==> config.mk <==
export PLATFORM = sky130hd
export DESIGN_NAME = cruise_set_speed_engage_control_unit
export DESIGN_NICKNAME = d
export VERILOG_FILES = /design/src/rtl/csse_pkg.sv /design/src/rtl/csse_div.sv /design/src/rtl/cruise_set_speed_engage_control_unit.sv
export SDC_FILE = /design/constraint.sdc
export NUM_CORES = 1
export LEC_CHECK = 0
export BUFFER_PORTS_ARGS = -buffer_cell sky130_fd_sc_hd__buf_2
export CELL_PAD_IN_SITES_DETAIL_PLACEMENT = 0
export CELL_PAD_IN_SITES_GLOBAL_PLACEMENT = 2
export CORE_MARGIN = 2
export CORE_UTILIZATION = 36
export CTS_CLUSTER_DIAMETER = 200
export DETAILED_ROUTE_END_ITERATION = 16
export GPL_ROUTABILITY_DRIVEN = 0
export GPL_TIMING_DRIVEN = 0
export PLACE_DENSITY_LB_ADDON = 0.1
export SETUP_SLACK_MARGIN = 0.2
export SLEW_MARGIN = 20
export SYNTH_ARGS = -nofsm -noshare
export SYNTH_HDL_FRONTEND = slang
export SYNTH_SLANG_ARGS = --single-unit
==> constraint.sdc <==
create_clock -name clk_i -period 7.2 [get_ports clk_i]
set_clock_uncertainty 0.1 [all_clocks]
set_input_delay 1.08 -clock clk_i [delete_from_list [all_inputs] [get_ports clk_i]]
set_output_delay 1.08 -clock clk_i [all_outputs]
set_load 0.01 [all_outputs]
==> src/rtl/csse_pkg.sv <==
// Shared types and constants for the cruise set-speed and engagement control unit.
// Holds the item structs, operation and register codes, and the step selection helper.
// Used by every file of the block; depends on nothing.
package csse_pkg;

  localparam int unsigned CfgIdxW = 3;
  localparam int unsigned CfgDataW = 8;
  localparam int unsigned StepW = 6;
  localparam int unsigned DispW = 9;

  localparam logic [CfgIdxW-1:0] REG_SPEED_MIN = 3'd0;
  localparam logic [CfgIdxW-1:0] REG_SPEED_MAX = 3'd1;
  localparam logic [CfgIdxW-1:0] REG_INC_SMALL = 3'd2;
  localparam logic [CfgIdxW-1:0] REG_INC_LARGE = 3'd3;
  localparam logic [CfgIdxW-1:0] REG_DEC_SMALL = 3'd4;
  localparam logic [CfgIdxW-1:0] REG_DEC_LARGE = 3'd5;

  localparam logic [2:0] OP_NONE    = 3'd0;
  localparam logic [2:0] OP_SET_CUR = 3'd1;
  localparam logic [2:0] OP_SET_EXT = 3'd2;
  localparam logic [2:0] OP_CLEAR   = 3'd3;
  localparam logic [2:0] OP_INC_SM  = 3'd4;
  localparam logic [2:0] OP_INC_LG  = 3'd5;
  localparam logic [2:0] OP_DEC_SM  = 3'd6;
  localparam logic [2:0] OP_DEC_LG  = 3'd7;

  localparam logic [7:0] SPEED_MIN_RST = 8'd30;
  localparam logic [7:0] SPEED_MAX_RST = 8'd180;
  localparam logic [StepW-1:0] STEP_SMALL_RST = 6'd1;
  localparam logic [StepW-1:0] STEP_LARGE_RST = 6'd10;

  typedef enum logic [1:0] {
    ES_STANDARD     = 2'd0,
    ES_AFTER_ENGAGE = 2'd1,
    ES_DURING_OVR   = 2'd2,
    ES_AFTER_OVR    = 2'd3
  } engage_e;

  typedef struct packed {
    logic             cruise_active;
    logic [2:0]       operation;
    logic [DispW-1:0] display_speed;
    logic [7:0]       external_set_speed;
    logic             limiter_function;
    logic             limited;
    logic             override_accel;
    logic             override_decel;
    logic             no_engagement;
    logic             disengagement;
  } in_t;

  typedef struct packed {
    logic       command_enable;
    logic       driver_min_arbitration;
    logic       ready_res;
    logic       override_accel_out;
    logic       override_decel_out;
    logic       speed_stored_out;
    logic [7:0] set_speed_out;
    logic [2:0] operation_out;
    logic [1:0] engage_state_out;
  } out_t;

  // Picks the grid step of an increment or decrement; a zero step acts as one.
  function automatic logic [StepW-1:0] sel_step(input logic [2:0] op,
                                                input logic [StepW-1:0] inc_sm,
                                                input logic [StepW-1:0] inc_lg,
                                                input logic [StepW-1:0] dec_sm,
                                                input logic [StepW-1:0] dec_lg);
    logic [StepW-1:0] s;
    case (op)
      OP_INC_SM: s = inc_sm;
      OP_INC_LG: s = inc_lg;
      OP_DEC_SM: s = dec_sm;
      OP_DEC_LG: s = dec_lg;
      default:   s = StepW'(1);
    endcase
    if (s == '0) begin
      s = StepW'(1);
    end
    return s;
  endfunction

endpackage

==> src/rtl/csse_div.sv <==
// Bit-serial remainder unit: one restoring division step per cycle.
// Gives dividend modulo divisor; uses csse_pkg for the step width.
module csse_div #(
  parameter int unsigned DW = 8
) (
  input  logic                      clk_i,
  input  logic                      rst_ni,
  input  logic                      start_i,
  input  logic [DW-1:0]             dividend_i,
  input  logic [csse_pkg::StepW-1:0] divisor_i,
  output logic                      done_o,
  output logic [csse_pkg::StepW-1:0] rem_o
);
  import csse_pkg::*;

  localparam int unsigned CntW = $clog2(DW);
  localparam logic [CntW-1:0] CntLast = CntW'(DW - 1);

  logic            busy_q, busy_d;
  logic [CntW-1:0] cnt_q, cnt_d;
  logic [DW-1:0]   dvd_q, dvd_d;
  logic [StepW-1:0] dsr_q, dsr_d;
  logic [StepW-1:0] rem_q, rem_d;
  logic [StepW:0]  trial;

  // The partial remainder stays below the divisor, so one extra bit covers the trial.
  assign trial = {rem_q, dvd_q[DW-1]};

  always_comb begin
    busy_d = busy_q;
    cnt_d  = cnt_q;
    dvd_d  = dvd_q;
    dsr_d  = dsr_q;
    rem_d  = rem_q;
    if (start_i) begin
      busy_d = 1'b1;
      cnt_d  = '0;
      dvd_d  = dividend_i;
      dsr_d  = divisor_i;
      rem_d  = '0;
    end else if (busy_q) begin
      dvd_d = {dvd_q[DW-2:0], 1'b0};
      if (trial >= {1'b0, dsr_q}) begin
        rem_d = StepW'(trial - {1'b0, dsr_q});
      end else begin
        rem_d = StepW'(trial);
      end
      cnt_d = cnt_q + CntW'(1);
      if (cnt_q == CntLast) begin
        busy_d = 1'b0;
      end
    end
  end

  always_ff @(posedge clk_i or negedge rst_ni) begin
    if (!rst_ni) begin
      busy_q <= 1'b0;
      cnt_q  <= '0;
    end else begin
      busy_q <= busy_d;
      cnt_q  <= cnt_d;
    end
  end

  always_ff @(posedge clk_i) begin
    dvd_q <= dvd_d;
    dsr_q <= dsr_d;
    rem_q <= rem_d;
  end

  assign done_o = busy_q && (cnt_q == CntLast);
  assign rem_o  = rem_q;

endmodule

==> src/rtl/cruise_set_speed_engage_control_unit.sv <==
// The block takes one item at a time: a new item is accepted only in the idle state, after
// the previous result is committed. The bit-serial remainder unit resolves one bit of the
// stored speed per cycle.
// A result waiting in the output register does not block the next item's division.
// Reset (async, active low) clears the set speed, stored flag, last operation and
// engagement state, and loads the default limits and grid steps.
module cruise_set_speed_engage_control_unit #(
  parameter int unsigned SET_SPEED_BITS = 8
) (
  input  logic                           clk_i,
  input  logic                           rst_ni,
  input  logic                           cfg_we_i,
  input  logic [csse_pkg::CfgIdxW-1:0]   cfg_index_i,
  input  logic [csse_pkg::CfgDataW-1:0]  cfg_wdata_i,
  input  logic                           in_valid_i,
  output logic                           in_ready_o,
  input  csse_pkg::in_t                  in_data_i,
  output logic                           out_valid_o,
  input  logic                           out_ready_i,
  output csse_pkg::out_t                 out_data_o
);
  import csse_pkg::*;

  localparam int unsigned SW = SET_SPEED_BITS;
  localparam int unsigned CW = SET_SPEED_BITS + 2;
  localparam logic [CW-1:0] SpeedFull = CW'((1 << SET_SPEED_BITS) - 1);

  typedef enum logic [2:0] {
    ST_IDLE = 3'b001,
    ST_DIV  = 3'b010,
    ST_DONE = 3'b100
  } state_e;

  state_e state_q, state_d;

  logic [7:0]       min_q, max_q;
  logic [StepW-1:0] inc_sm_q, inc_lg_q, dec_sm_q, dec_lg_q;

  logic             stored_q, stored_d;
  logic [SW-1:0]    speed_q, speed_d;
  logic [2:0]       prev_op_q;
  engage_e          es_q, es_d;

  in_t              in_q;
  out_t             out_q, out_d;
  logic             out_valid_q;

  logic             accept, commit;
  logic             div_start, div_done;
  logic [SW-1:0]    div_dividend, speed_base;
  logic [StepW-1:0] div_step, done_step, rem;
  logic [CW-1:0]    speed_wide;

  function automatic logic [SW-1:0] clamp(input logic [CW-1:0] v,
                                          input logic [7:0] lo,
                                          input logic [7:0] hi);
    logic [CW-1:0] r;
    r = v;
    if (r < CW'(lo)) begin
      r = CW'(lo);
    end
    if (r > CW'(hi)) begin
      r = CW'(hi);
    end
    if (r > SpeedFull) begin
      r = SpeedFull;
    end
    return SW'(r);
  endfunction

  assign in_ready_o = (state_q == ST_IDLE);
  assign accept     = in_valid_i && in_ready_o;
  assign commit     = (state_q == ST_DONE) && (!out_valid_q || out_ready_i);

  // Configuration registers.
  always_ff @(posedge clk_i or negedge rst_ni) begin
    if (!rst_ni) begin
      min_q    <= SPEED_MIN_RST;
      max_q    <= SPEED_MAX_RST;
      inc_sm_q <= STEP_SMALL_RST;
      inc_lg_q <= STEP_LARGE_RST;
      dec_sm_q <= STEP_SMALL_RST;
      dec_lg_q <= STEP_LARGE_RST;
    end else if (cfg_we_i) begin
      case (cfg_index_i)
        REG_SPEED_MIN: min_q    <= cfg_wdata_i;
        REG_SPEED_MAX: max_q    <= cfg_wdata_i;
        REG_INC_SMALL: inc_sm_q <= cfg_wdata_i[StepW-1:0];
        REG_INC_LARGE: inc_lg_q <= cfg_wdata_i[StepW-1:0];
        REG_DEC_SMALL: dec_sm_q <= cfg_wdata_i[StepW-1:0];
        REG_DEC_LARGE: dec_lg_q <= cfg_wdata_i[StepW-1:0];
        default: begin
        end
      endcase
    end
  end

  // Decrements divide speed - 1, saturating at zero.
  assign speed_base   = (speed_q == '0) ? '0 : speed_q - SW'(1);
  assign div_step     = sel_step(in_data_i.operation, inc_sm_q, inc_lg_q, dec_sm_q, dec_lg_q);
  assign div_dividend = (in_data_i.operation[2] && in_data_i.operation[1]) ? speed_base
                                                                          : speed_q;
  assign div_start    = accept;
  assign done_step    = sel_step(in_q.operation, inc_sm_q, inc_lg_q, dec_sm_q, dec_lg_q);
  assign speed_wide   = CW'(speed_q);

  csse_div #(
    .DW(SW)
  ) u_div (
    .clk_i      (clk_i),
    .rst_ni     (rst_ni),
    .start_i    (div_start),
    .dividend_i (div_dividend),
    .divisor_i  (div_step),
    .done_o     (div_done),
    .rem_o      (rem)
  );

  always_comb begin
    state_d = state_q;
    case (state_q)
      ST_IDLE: if (accept) state_d = ST_DIV;
      ST_DIV:  if (div_done) state_d = ST_DONE;
      ST_DONE: if (commit) state_d = ST_IDLE;
      default: state_d = ST_IDLE;
    endcase
  end

  // Set-speed update; the grid snap is value minus its remainder.
  always_comb begin
    logic op_chg;
    logic capture;
    op_chg   = (in_q.operation != prev_op_q);
    capture  = 1'b0;
    stored_d = stored_q;
    speed_d  = speed_q;
    if (op_chg) begin
      case (in_q.operation)
        OP_SET_CUR: begin
          stored_d = 1'b1;
          speed_d  = clamp(CW'(in_q.display_speed), min_q, max_q);
        end
        OP_SET_EXT: begin
          stored_d = 1'b1;
          speed_d  = clamp(CW'(in_q.external_set_speed), min_q, max_q);
        end
        OP_CLEAR: begin
          if (!in_q.cruise_active) begin
            stored_d = 1'b0;
            speed_d  = '0;
          end
        end
        OP_INC_SM, OP_INC_LG: begin
          if (stored_q) begin
            speed_d = clamp(speed_wide - CW'(rem) + CW'(done_step), min_q, max_q);
          end else begin
            capture = in_q.cruise_active;
          end
        end
        OP_DEC_SM, OP_DEC_LG: begin
          if (stored_q) begin
            speed_d = clamp(CW'(speed_base) - CW'(rem), min_q, max_q);
          end else begin
            capture = in_q.cruise_active;
          end
        end
        default: begin
          capture = in_q.cruise_active && !stored_q;
        end
      endcase
    end
    if (capture) begin
      stored_d = 1'b1;
      speed_d  = clamp(CW'(in_q.display_speed), min_q, max_q);
    end
  end

  // Engagement state, advanced only on active items.
  always_comb begin
    engage_e es_start;
    es_start = es_q;
    es_d     = es_q;
    if (in_q.cruise_active) begin
      if ((in_q.operation != prev_op_q) && (in_q.operation != OP_NONE)) begin
        es_start = ES_STANDARD;
      end
      es_d = es_start;
      case (es_start)
        ES_STANDARD: begin
          if (in_q.override_accel) es_d = ES_DURING_OVR;
        end
        ES_AFTER_ENGAGE: begin
          if (in_q.override_accel) es_d = ES_DURING_OVR;
          else if (!in_q.limited) es_d = ES_STANDARD;
        end
        ES_DURING_OVR: begin
          if (!in_q.override_accel) es_d = ES_AFTER_OVR;
        end
        default: begin
          if (!in_q.limited) es_d = ES_STANDARD;
        end
      endcase
    end
  end

  always_comb begin
    logic [CW-1:0] sp;
    sp = CW'(speed_d);
    out_d.command_enable         = in_q.cruise_active;
    out_d.driver_min_arbitration = in_q.cruise_active && in_q.limiter_function;
    out_d.ready_res              = in_q.cruise_active ? !in_q.disengagement
                                                      : !in_q.no_engagement;
    out_d.override_accel_out     = in_q.cruise_active && in_q.override_accel;
    out_d.override_decel_out     = in_q.cruise_active && in_q.override_decel;
    out_d.speed_stored_out       = stored_d;
    out_d.set_speed_out          = sp[7:0];
    out_d.operation_out          = in_q.operation;
    out_d.engage_state_out       = es_d;
  end

  always_ff @(posedge clk_i or negedge rst_ni) begin
    if (!rst_ni) begin
      state_q     <= ST_IDLE;
      stored_q    <= 1'b0;
      speed_q     <= '0;
      prev_op_q   <= OP_NONE;
      es_q        <= ES_STANDARD;
      out_valid_q <= 1'b0;
    end else begin
      state_q <= state_d;
      if (commit) begin
        stored_q    <= stored_d;
        speed_q     <= speed_d;
        prev_op_q   <= in_q.operation;
        es_q        <= es_d;
        out_valid_q <= 1'b1;
      end else if (out_ready_i) begin
        out_valid_q <= 1'b0;
      end
    end
  end

  always_ff @(posedge clk_i) begin
    if (accept) begin
      in_q <= in_data_i;
    end
    if (commit) begin
      out_q <= out_d;
    end
  end

  assign out_valid_o = out_valid_q;
  assign out_data_o  = out_q;

endmodule

==> run metrics <==
detailed-routed wire length on met3=1.34 mm; Clk Latency, worst-skew pair=0.43 ns; count of clock tree sinks=128; Setup violations, final=0; capture endpoint of the worst hold path=out_data_o[18]; Worst Setup Start Kind=flip-flop; total congestion overflow after global routing=0; gr usage total=23.2%; status=finished, final reports clean; register bit count reported by yosys=128; time the worst path needs with I/O delays and setup=6.95 ns; Max-Cap Viols=0; required time reported for the critical path endpoint=7.41 ns; fill count=2630; endpoints failing hold=0; initial core utilization=36.3%; initial antenna violation count=0; number of remaining DRC errors=0; maximum clock frequency=144 MHz; depth of the worst hold-timing path=0; met2 routed WL=15.0 mm; Worst Max-Slew Pin Slew=1.00 ns; number of nets still failing antenna checks after routing=0; per-instance average area after synthesis=9.80 sq um; post-synthesis instance area=9690 sq um; post-route fraction of the period consumed by the critical path=96.5%; ratio of routed vias to standard cells=5.69; nets@finish=1249; depth of the most critical reg-to-reg path=31; Clock Path Buffers=2; fraction of layout instances using a drive strength above 1=25.9%; worst hold start=in_q[26]; H-tree level count=4; end of the worst register-to-register path=speed_q[3]; first-pass GRT wire length=49.8 mm; number of enable flip-flop cells after synthesis=60; die width=168 um; vias after detailed routing=8347; fraction of synthesis flops using an asynchronous set or reset pin=48.4%; final count of pins violating max slew=0; wirelength, routed=32.3 mm; number of top-level pins=64; sequential area share after synthesis=36.0%; Layout Cell Area excl Fill=11800 sq um; routed wirelength normalized by instance count=22.0 um; top cell type's share of synthesized area=18.6%; maximum number of pins on one net before global-route repair=52; CTS tree=built; most numerous cell in the Yosys netlist=sky130_fd_sc_hd__ha_1; cells after synthesis=989; port buffer count=63; delay of the slowest cell on the worst path=0.53 ns; number of warnings reported in the yosys synthesis log=0; class of the tightest hold or removal check=flip-flop to flip-flop; buffer cell driving the clock tree root=sky130_fd_sc_hd__clkbuf_16; Core Area=26700 sq um; antenna diode count=0; number of global-route vias before repair=8359; drt initial violations=503; row count=60; clock transition at the registers of the reported paths=0.07 ns; total CTS buffers=17; uppermost layer routed=met4; area added between synthesis and finish=22.1%; unique cell type count in the Yosys netlist=85; First-pass DRT Iterations=5; area post-placement=10500 sq um; category of the worst setup path capture point=flip-flop; RSZ-0062 raised after global routing=true; flip-flop cell with the highest count after synthesis=sky130_fd_sc_hd__edfxtp_1; worst-case headroom to the max-slew limit=32.5%; Synthesized Nets=1124; Die Ht=168 um; Die Footprint=28200 sq um; largest cells by area after synthesis=sky130_fd_sc_hd__edfxtp_1, sky130_fd_sc_hd__dfrtp_1, sky130_fd_sc_hd__ha_1, sky130_fd_sc_hd__mux2_2, sky130_fd_sc_hd__dfstp_2; slack of the worst reg-to-reg path=0.25 ns; Synth top cells by count=sky130_fd_sc_hd__ha_1, sky130_fd_sc_hd__inv_1, sky130_fd_sc_hd__nand2_1, sky130_fd_sc_hd__o21ai_0, sky130_fd_sc_hd__edfxtp_1; critical path arrival=7.16 ns; routed metal-1 wire length=15.0 mm; Worst Path Class, Setup=flip-flop to flip-flop; post-synth top area cell=sky130_fd_sc_hd__edfxtp_1; CP max FO=10; startpoint of the worst-slack reg-to-reg timing path=in_q[24]; Critical Path Slowest Stage Cell=sky130_fd_sc_hd__mux4_2; half-perimeter wire length after placement=24.5 mm
==> worst max-delay path by stage <==
stage / from / end / slack, ns
after global placement: in_q[23] / speed_q[1] / -1.66
after floorplan: in_q[23] / speed_q[7] / 0.28
final: in_q[24] / speed_q[3] / 0.25
after CTS: in_q[23] / out_data_o[12] / 0.21
after global routing: in_q[23] / speed_q[4] / -0.07
after detailed placement: in_q[23] / speed_q[7] / -1.67
==> worst max-delay path: cells and delay by family, from the launching register on <==
kind	cells	cell delay [ns]
xor gates and xnor gates	1	0.19
muxes	3	1.17
adders and majority gates	4	1.06
and+or+nand+nor	8	1.18
buffers and inverters	4	0.55
DFF	1	0.38
AOI/OAI and AO/OA	11	2.21
==> per-layer routing <==
layer  vias up  track usage [%]
met5         -                0
met4         0             8.06
met3        49             2.99
met2       210             37.5
met1      4085             32.2
li1       4003                -
==> sequential cells by signal, indices dropped and copies added, names as in the netlist <==
signal / flops
u_div.cnt_q: 3
min_q: 8
state_q: 3
speed_q: 8
dec_sm_q: 6
inc_sm_q: 6
out_data_o: 19
in_q: 27
u_div.rem_o: 6
u_div.dvd_q: 8
u_div.busy_q: 1
max_q: 8
prev_op_q: 3
inc_lg_q: 6
out_valid_o: 1
u_div.dsr_q: 6
dec_lg_q: 6
stored_q: 1
es_q: 2
==> timing repair <==
item | CTS | global route
setup buffers | 32 | 9
resized for setup | 67 | 26
pin swaps | 31 | 19
hold buffers | 0 | 0
endpoints found under the setup margin | 16 | 16
==> per-stage QoR <==
step                      setup slack [ns]  instances  hold WS (ns)  setup TNS, ns  utilization (%)
after floorplan                      0.283        989         0.324              0                -
after global placement               -1.66       1393         0.326         -24.98             39.0
after detailed placement             -1.67       1395         0.362         -24.94             39.3
after CTS                            0.208       1459         0.378              0             43.7
after global routing               -0.0696       1468         0.379        -0.0700             44.3
final                                0.252       1468         0.378              0             44.3
==> logic make-up (layout without fill, tap and decap cells) <==
logic type      Yosys count  in the layout  share of synthesized area, %
fa+ha+maj                92             92                          12.2
compound gates          286            286                          20.1
simple gates            273            273                          14.9
flops                   128            128                          36.0
mux                      78             78                          10.2
xor+xnor                 25             25                          2.26
buf+inv                 107            245                          4.29
==> layout by cell type, fill, tap and decap left out, drive strengths merged, types with 21 or more instances in the layout <==
master    n
a21o     22
mux2i    21
nand3    23
mux2     45
clkbuf   47
nor2     47
o21ai    75
edfxtp   60
nand2    62
buf     117
inv      76
a21oi    58
dfrtp    47
ha       88
==> area by class of cell <==
class	count	area (sq um)	share of cell area, %
Multi-Input combinational cell	754	6170	52.1
Sequential cell	128	3490	29.5
Timing Repair Buffer	106	681	5.75
Clock buffer	18	450	3.81
Tap cell	341	427	3.61
Inverter	67	253	2.14
Buffer	40	203	1.71
Clock inverter	14	158	1.33
Power is left out: the tool's default activity adds up to more than one toggle a clock period on the data nets, which glitch-free logic cannot reach.
